### config.mk
export PLATFORM = sky130hd
export DESIGN_NAME = co2_sensor_frame_decoder_core
export DESIGN_NICKNAME = d
export VERILOG_FILES = /design/src/design/cfd_pkg.sv /design/src/design/cfd_scale.sv /design/src/design/co2_sensor_frame_decoder_core.sv
export SDC_FILE = /design/constraint.sdc
export NUM_CORES = 1
export LEC_CHECK = 0
export BUFFER_PORTS_ARGS = -buffer_cell sky130_fd_sc_hd__buf_2
export CORE_ASPECT_RATIO = 1.75
export CORE_MARGIN = 3
export CORE_UTILIZATION = 60
export CTS_CLUSTER_SIZE = 8
export DETAILED_ROUTE_END_ITERATION = 16
export HOLD_SLACK_MARGIN = 0.02
export PLACE_DENSITY_LB_ADDON = 0.25
export SKIP_LAST_GASP = 1
export SYNTH_ARGS = -nofsm -noshare
export SYNTH_HDL_FRONTEND = slang
export SYNTH_SLANG_ARGS = --single-unit
### constraint.sdc
create_clock -name i_clk -period 13.06 [get_ports i_clk]
set_clock_uncertainty 0.1 [all_clocks]
set_input_delay 1.306 -clock i_clk [delete_from_list [all_inputs] [get_ports i_clk]]
set_output_delay 1.306 -clock i_clk [all_outputs]
set_load 0.05 [all_outputs]
### src/design/cfd_pkg.sv
`timescale 1ns / 1ps
// ----------------------------------------------------------------------------
// CO2 frame decoder package
// Shared codes, reset values, scaling constants and the CRC-8 byte update.
// ----------------------------------------------------------------------------
package cfd_pkg;

    localparam logic [1:0] FUNC_BYTE  = 2'd0;
    localparam logic [1:0] FUNC_READ  = 2'd1;
    localparam logic [1:0] FUNC_ABORT = 2'd2;

    localparam logic [1:0] QTY_CO2  = 2'd0;
    localparam logic [1:0] QTY_TEMP = 2'd1;
    localparam logic [1:0] QTY_HUM  = 2'd2;

    localparam logic [1:0] STATUS_OK          = 2'd0;
    localparam logic [1:0] STATUS_UNSUPPORTED = 2'd1;
    localparam logic [1:0] STATUS_DISABLED    = 2'd2;

    localparam logic [1:0] PHASE_HIGH = 2'd0;
    localparam logic [1:0] PHASE_LOW  = 2'd1;
    localparam logic [1:0] PHASE_CRC  = 2'd2;

    localparam logic [1:0] WORD_CO2  = 2'd0;
    localparam logic [1:0] WORD_TEMP = 2'd1;
    localparam logic [1:0] WORD_HUM  = 2'd2;

    localparam logic [7:0] CRC_POLY = 8'h31;
    localparam logic [7:0] CRC_INIT = 8'hFF;

    localparam logic [15:0]       CO2_RESET  = 16'd400;
    localparam logic signed [14:0] TEMP_RESET = 15'sd2500;
    localparam logic [13:0]       HUM_RESET  = 14'd5000;

    localparam logic [14:0] TEMP_SCALE  = 15'd17500;
    localparam logic [14:0] TEMP_OFFSET = 15'd4500;
    localparam logic [13:0] HUM_SCALE   = 14'd10000;
    localparam logic [15:0] ROUND_HALF  = 16'd32767;
    localparam logic [16:0] FULL_SCALE  = 17'd65535;

    function automatic logic [7:0] crc8_byte(input logic [7:0] crc, input logic [7:0] b);
        logic [7:0] c;
        c = crc ^ b;
        for (int k = 0; k < 8; k++) begin
            c = c[7] ? ({c[6:0], 1'b0} ^ CRC_POLY) : {c[6:0], 1'b0};
        end
        return c;
    endfunction

endpackage

### src/design/cfd_scale.sv
`timescale 1ns / 1ps
// ----------------------------------------------------------------------------
// CO2 frame decoder scaling
// Converts raw temperature and humidity words to rounded centi-units.
// ----------------------------------------------------------------------------
module cfd_scale (
    input  logic [15:0]        i_temp_raw,
    input  logic [15:0]        i_hum_raw,
    output logic signed [14:0] o_temp,
    output logic [13:0]        o_hum
);

    // Division by 65535: with x = a*65536 + b, x/65535 = a + (a+b)/65535,
    // and a+b stays below twice 65535, so one compare finishes the quotient.
    logic [30:0] temp_x;
    logic [16:0] temp_sum;
    logic [14:0] temp_q;
    logic [29:0] hum_x;
    logic [16:0] hum_sum;
    logic [13:0] hum_q;

    always_comb begin
        temp_x   = 31'(i_temp_raw) * 31'(cfd_pkg::TEMP_SCALE) + 31'(cfd_pkg::ROUND_HALF);
        temp_sum = 17'(temp_x[30:16]) + 17'(temp_x[15:0]);
        temp_q   = temp_x[30:16] + 15'(temp_sum >= cfd_pkg::FULL_SCALE);
        o_temp   = $signed(temp_q - cfd_pkg::TEMP_OFFSET);

        hum_x    = 30'(i_hum_raw) * 30'(cfd_pkg::HUM_SCALE) + 30'(cfd_pkg::ROUND_HALF);
        hum_sum  = 17'(hum_x[29:16]) + 17'(hum_x[15:0]);
        hum_q    = hum_x[29:16] + 14'(hum_sum >= cfd_pkg::FULL_SCALE);
        o_hum    = hum_q;
    end

endmodule

### src/design/co2_sensor_frame_decoder_core.sv
`timescale 1ns / 1ps
// ----------------------------------------------------------------------------
// CO2 sensor frame decoder core
// Decodes the nine-byte measurement response with per-word CRC-8 checks,
// keeps scaled values and answers read transactions.
// A read result is registered in the input register and then in the result register.
// Throughput: one transaction per cycle, unless a stalled output holds back a read.
// Reset (synchronous, active low) clears the enable, the frame position and
// the CRC flags and restores the stored values to 400, 2500 and 5000.
// ----------------------------------------------------------------------------
module co2_sensor_frame_decoder_core (
    input  logic               i_clk,
    input  logic               i_rst_n,
    input  logic               i_cfg_we,
    input  logic               i_cfg_wdata,
    input  logic               i_in_valid,
    output logic               o_in_stall,
    input  logic [1:0]         i_func,
    input  logic [7:0]         i_data_byte,
    input  logic [1:0]         i_quantity,
    output logic               o_out_valid,
    input  logic               i_out_stall,
    output logic signed [16:0] o_value,
    output logic [1:0]         o_status,
    output logic [2:0]         o_crc_ok_flags
);

    logic              r_in_valid;
    logic [1:0]        r_func;
    logic [7:0]        r_byte;
    logic [1:0]        r_qty;

    logic              r_enabled;
    logic [1:0]        r_phase;
    logic [1:0]        r_word;
    logic [7:0]        r_hi;
    logic [7:0]        r_lo;
    logic [7:0]        r_crc;
    logic [15:0]       r_pend_co2;
    logic [15:0]       r_pend_temp;
    logic [1:0]        r_pend_ok;
    logic [15:0]       r_co2;
    logic signed [14:0] r_temp;
    logic [13:0]       r_hum;
    logic [2:0]        r_crc_flags;

    logic              r_out_valid;
    logic signed [16:0] r_value;
    logic [1:0]        r_status;
    logic [2:0]        r_flags_out;

    logic              is_read;
    logic              advance;
    logic              in_take;
    logic              crc_ok;
    logic [2:0]        frame_flags;
    logic signed [14:0] temp_scaled;
    logic [13:0]       hum_scaled;
    logic signed [16:0] n_value;
    logic [1:0]        n_status;

    cfd_scale u_scale (
        .i_temp_raw (r_pend_temp),
        .i_hum_raw  ({r_hi, r_lo}),
        .o_temp     (temp_scaled),
        .o_hum      (hum_scaled)
    );

    assign is_read     = (r_func == cfd_pkg::FUNC_READ);
    assign advance     = r_in_valid && (!is_read || !r_out_valid || !i_out_stall);
    assign o_in_stall  = r_in_valid && !advance;
    assign in_take     = i_in_valid && !o_in_stall;
    assign crc_ok      = (r_crc == r_byte);
    assign frame_flags = {crc_ok, r_pend_ok};

    always_comb begin
        n_value  = '0;
        n_status = cfd_pkg::STATUS_OK;
        if (!r_enabled) begin
            n_status = cfd_pkg::STATUS_DISABLED;
        end else begin
            case (r_qty)
                cfd_pkg::QTY_CO2:  n_value = 17'($unsigned(r_co2));
                cfd_pkg::QTY_TEMP: n_value = 17'(r_temp);
                cfd_pkg::QTY_HUM:  n_value = 17'($unsigned(r_hum));
                default:           n_status = cfd_pkg::STATUS_UNSUPPORTED;
            endcase
        end
    end

    always_ff @(posedge i_clk) begin
        if (!i_rst_n) begin
            r_in_valid <= 1'b0;
        end else if (in_take) begin
            r_in_valid <= 1'b1;
        end else if (advance) begin
            r_in_valid <= 1'b0;
        end
        if (in_take) begin
            r_func <= i_func;
            r_byte <= i_data_byte;
            r_qty  <= i_quantity;
        end
    end

    always_ff @(posedge i_clk) begin
        if (!i_rst_n || (i_cfg_we && i_cfg_wdata)) begin
            r_enabled   <= !i_rst_n ? 1'b0 : 1'b1;
            r_phase     <= cfd_pkg::PHASE_HIGH;
            r_word      <= cfd_pkg::WORD_CO2;
            r_hi        <= '0;
            r_lo        <= '0;
            r_crc       <= cfd_pkg::CRC_INIT;
            r_pend_co2  <= '0;
            r_pend_temp <= '0;
            r_pend_ok   <= '0;
            r_co2       <= cfd_pkg::CO2_RESET;
            r_temp      <= cfd_pkg::TEMP_RESET;
            r_hum       <= cfd_pkg::HUM_RESET;
            r_crc_flags <= '0;
        end else if (i_cfg_we) begin
            r_enabled <= 1'b0;
        end else if (advance) begin
            case (r_func)
                cfd_pkg::FUNC_BYTE: begin
                    case (r_phase)
                        cfd_pkg::PHASE_HIGH: begin
                            r_hi    <= r_byte;
                            r_crc   <= cfd_pkg::crc8_byte(cfd_pkg::CRC_INIT, r_byte);
                            r_phase <= cfd_pkg::PHASE_LOW;
                        end
                        cfd_pkg::PHASE_LOW: begin
                            r_lo    <= r_byte;
                            r_crc   <= cfd_pkg::crc8_byte(r_crc, r_byte);
                            r_phase <= cfd_pkg::PHASE_CRC;
                        end
                        default: begin
                            r_phase <= cfd_pkg::PHASE_HIGH;
                            case (r_word)
                                cfd_pkg::WORD_CO2: begin
                                    r_pend_co2   <= {r_hi, r_lo};
                                    r_pend_ok[0] <= crc_ok;
                                    r_word       <= cfd_pkg::WORD_TEMP;
                                end
                                cfd_pkg::WORD_TEMP: begin
                                    r_pend_temp  <= {r_hi, r_lo};
                                    r_pend_ok[1] <= crc_ok;
                                    r_word       <= cfd_pkg::WORD_HUM;
                                end
                                default: begin
                                    if (frame_flags[0]) begin
                                        r_co2 <= r_pend_co2;
                                    end
                                    if (frame_flags[1]) begin
                                        r_temp <= temp_scaled;
                                    end
                                    if (frame_flags[2]) begin
                                        r_hum <= hum_scaled;
                                    end
                                    r_crc_flags <= frame_flags;
                                    r_pend_ok   <= '0;
                                    r_word      <= cfd_pkg::WORD_CO2;
                                end
                            endcase
                        end
                    endcase
                end
                cfd_pkg::FUNC_ABORT: begin
                    r_phase   <= cfd_pkg::PHASE_HIGH;
                    r_word    <= cfd_pkg::WORD_CO2;
                    r_pend_ok <= '0;
                end
                default: begin
                end
            endcase
        end
    end

    always_ff @(posedge i_clk) begin
        if (!i_rst_n) begin
            r_out_valid <= 1'b0;
        end else if (advance && is_read) begin
            r_out_valid <= 1'b1;
        end else if (!i_out_stall) begin
            r_out_valid <= 1'b0;
        end
        if (advance && is_read) begin
            r_value     <= n_value;
            r_status    <= n_status;
            r_flags_out <= r_crc_flags;
        end
    end

    assign o_out_valid    = r_out_valid;
    assign o_value        = r_value;
    assign o_status       = r_status;
    assign o_crc_ok_flags = r_flags_out;

endmodule
==> flow_metrics.py <==
metrics = {
    "critical_path": {
        "crit_path_class": "reg -> reg",
        "critPathRequiredTime_ps": 13240,
        "path_common_cell": "ha_1",
        "critical_path_buffer_and_inverter_count": 3,
        "worst_path_max_delay_cell": "dfxtp_1",
        "critical-path-top-delay-family": "compound AO/OA/AOI/OAI gates",
        "setup.worst_path.end_class": "flip-flop",
        "setup.worst_path.start_class": "flip-flop",
        "worst-path-max-fanout": 10,
        "cpPeakStageDelay_ps": 600,
        "worst_ep_arrival_time_ps": 11000,
    },
    "route": {
        "routed_via_density": 5.988,
        "route.vias.total": 12990,
        "wire_per_inst_um": 18.27,
        "detail_route.iter0.violations": 755,
        "finalWirelength_um": 39620,
        "drt_pre_antenna_iters": 5,
        "drtAntennaViolNets": 0,
        "route.detailed.drc": 0,
    },
    "yosys": {
        "ys_types": 96,
        "post_syn_area_sq_mm": 0.01546,
        "async_flop_share_pct": 0,
        "syn_inst": 1841,
        "post_synth_main_area_contributors": "ha_1, dfxtp_1, fa_1",
        "synth_edf_count": 35,
        "synth_fp_nets": 2143,
        "synth_largest_area_cell": "ha_1",
        "proportion_of_netlist_area_held_by_the_largest_area_contributor_pct": 16.51,
        "synth_sequential_area_ratio_pct": 21.30,
        "ys_ff_latch": 147,
        "yosysWarnings": 0,
        "synth_area_per_inst_sq_um": 8.400,
        "synth_top_flop_cell": "dfxtp_1",
    },
    "placed_design": {
        "gp_routability_congestion": 0.9615,
        "dpl_cell_area_sq_mm": 0.01584,
        "buffer_ports.inserted": 41,
        "hpwlAfterDp_um": 32400,
        "dp_slack_ps": 2466,
    },
    "power": {
        "ir_drop_mv": 0.07104,
        "p_total_uw": 1085,
        "p_leak_uw": 0.008213,
        "power-per-cell-area_mw_per_mm2": 65.79,
    },
    "cts": {
        "cts-root-to-sink-buffers": 2,
        "cts_num_sinks": 147,
        "cts_resized": 0,
        "cts_buffers": 17,
        "cts_hold_buf": 0,
        "worst_setup_hold_path_clk_slew_ps": 70,
        "cts_setup_buffers": 0,
        "clock_insertion_delay_worst_skew_ps": 430,
        "clock_tree.root_cell": "clkbuf_16",
        "cts_max_level": 4,
        "clock_tree_from_tritoncts": "built",
    },
    "timing": {
        "finalHoldViolations": 0,
        "period_minus_slack_ps": 10820,
        "max_freq_mhz": 92.38,
        "rsz_0062_raised_after_global_routing": "false",
        "maxSlewViolCount": 0,
        "tns_ps": 0,
        "timing.slew.headroom_pct": 32.24,
        "worst_pin_slew_ps": 1009,
        "final.setup.worst_slack_ps": 2236,
        "timing.final.crit_share_pct": 82.88,
        "timing.final.setup_violations": 0,
    },
    "global_route": {
        "antenna_found_initial": 0,
        "track_usage_pct": 29.15,
        "globalRouteOverflowTotal": 0,
        "grt_first_pass_wirelength_um": 64910,
        "grt_start_max_net_pins": 88,
        "first_global_vias": 13250,
    },
    "floorplan": {
        "top_level_ports": 42,
        "core-area_sq_mm": 0.02534,
        "fp.dieW_um": 127.4,
        "dieArea_sq_mm": 0.02781,
        "rows": 77,
        "floorplan.die.height_um": 218.4,
        "initial_core_util_pct": 61.03,
    },
    "finish": {
        "final-seq-area_sq_mm": 0.003293,
        "most-common-layout-cells": "inv_1, ha_1, nand2_1",
        "postLayoutCoreUtil_pct": 65.06,
        "final_cell_area_sq_mm": 0.01649,
        "final_nets": 2142,
        "multi_input_comb_area_sq_mm": 0.01099,
        "final.fill_count": 2185,
        "syn2layout_area_growth_pct": 6.610,
        "antennaDiodeCount": 0,
        "most_common_cell_after_layout_fill_and_taps_aside": "inv_1",
        "drive_gt1_share_pct": 6.368,
    },
    "run": {
        "drv.max_cap_violation_count": 0,
    },
    "min_path": {
        "hp-class": "reg -> reg",
    },
    "outcome": {
        "outcome": "completed",
    },
}
## through the flow
step,cells,hold WS (ps)
CTS,2169,334.7
floorplan,1841,308.1
global placement,2137,316.2
global route,2169,350.7
finish,2169,339.5
detailed placement,2137,318.7
## area by class of cell
class                           count  area share (%)
Timing Repair Buffer               46           1.472
Sequential cell                   147           19.98
Tap cell                          316           2.398
Inverter                          246           5.601
Clock buffer                       17           2.580
Multi-Input combinational cell   1382           66.66
Clock inverter                     15           1.313
## routing by layer
layer	routed length (um)	share of wire (%)	global-route usage (%)
met2	22310	56	58.02
met3	1088	2.7	3.008
met4	2455	6.2	16.43
met1	13770	35	28.24
met5	0	0	0
## final timing paths
check / endpoint / from / slack (ps) / cells past startpoint
worst max-delay path: r_temp[13]$_SDFFE_PP0P_ / r_pend_temp[9]$_SDFFE_PP0P_ / 2240 / 37
worst min-delay path: o_crc_ok_flags[0]$_DFFE_PP_ / r_crc_flags[0]$_SDFFE_PP0P_ / 340 / 0
worst max register to register: r_temp[13]$_SDFFE_PP0P_ / r_pend_temp[9]$_SDFFE_PP0P_ / 2240 / 37
worst min register to register: o_crc_ok_flags[0]$_DFFE_PP_ / r_crc_flags[0]$_SDFFE_PP0P_ / 340 / 0
## synth_stat cells (8+ instances only)
master and n:
nand3_1 46, o211ai_1 25, and2_1 15, buf_2 10, edfxtp_1 35, a211o_1 10, xor2_1 65, inv_1 246
nand2_1 204, nor2_1 105, ha_1 204, clkbuf_1 52, or3_1 15, a21boi_0 8, nor3_1 27, and3_1 14
o31ai_1 9, a31oi_1 13, mux2i_1 23, o2111ai_1 8, xnor2_1 79, a211oi_1 16, nand4_1 18, a21o_1 30
nand2b_1 19, nor2b_1 14, a21oi_1 153, o21ai_0 45, o21a_1 13, fa_1 80, dfxtp_1 112
## sequential cells by signal, summed over array words and instances (netlist names), 2 cells and up
signal          cells
r_co2              16
r_crc_flags         3
r_pend_temp        16
r_byte              8
r_qty               2
r_hum              14
r_lo                8
o_status            2
o_crc_ok_flags      3
r_crc               8
r_temp             15
r_word              2
r_phase             2
r_pend_ok           2
r_func              2
r_hi                8
o_value            17
r_pend_co2         16
## power breakdown
group | internal (uW) | total [uW] | switching (uW)
clock network | 311 | 526 | 215
logic | 31.9 | 81.7 | 49.8
registers | 469 | 477 | 7.74
## kinds of logic after synthesis
group | after synthesis | share of synthesized area (%)
AND/OR/NAND/NOR | 528 | 16.92
flip-flops | 147 | 21.30
multiplexers | 25 | 1.634
buffers and inverters | 312 | 7.679
AO/OA/AOI/OAI | 398 | 17.02
adder cells (fa/ha/maj) | 284 | 26.86
XOR/XNOR | 147 | 8.585
Note: power is estimated with default switching activity, not from simulation.
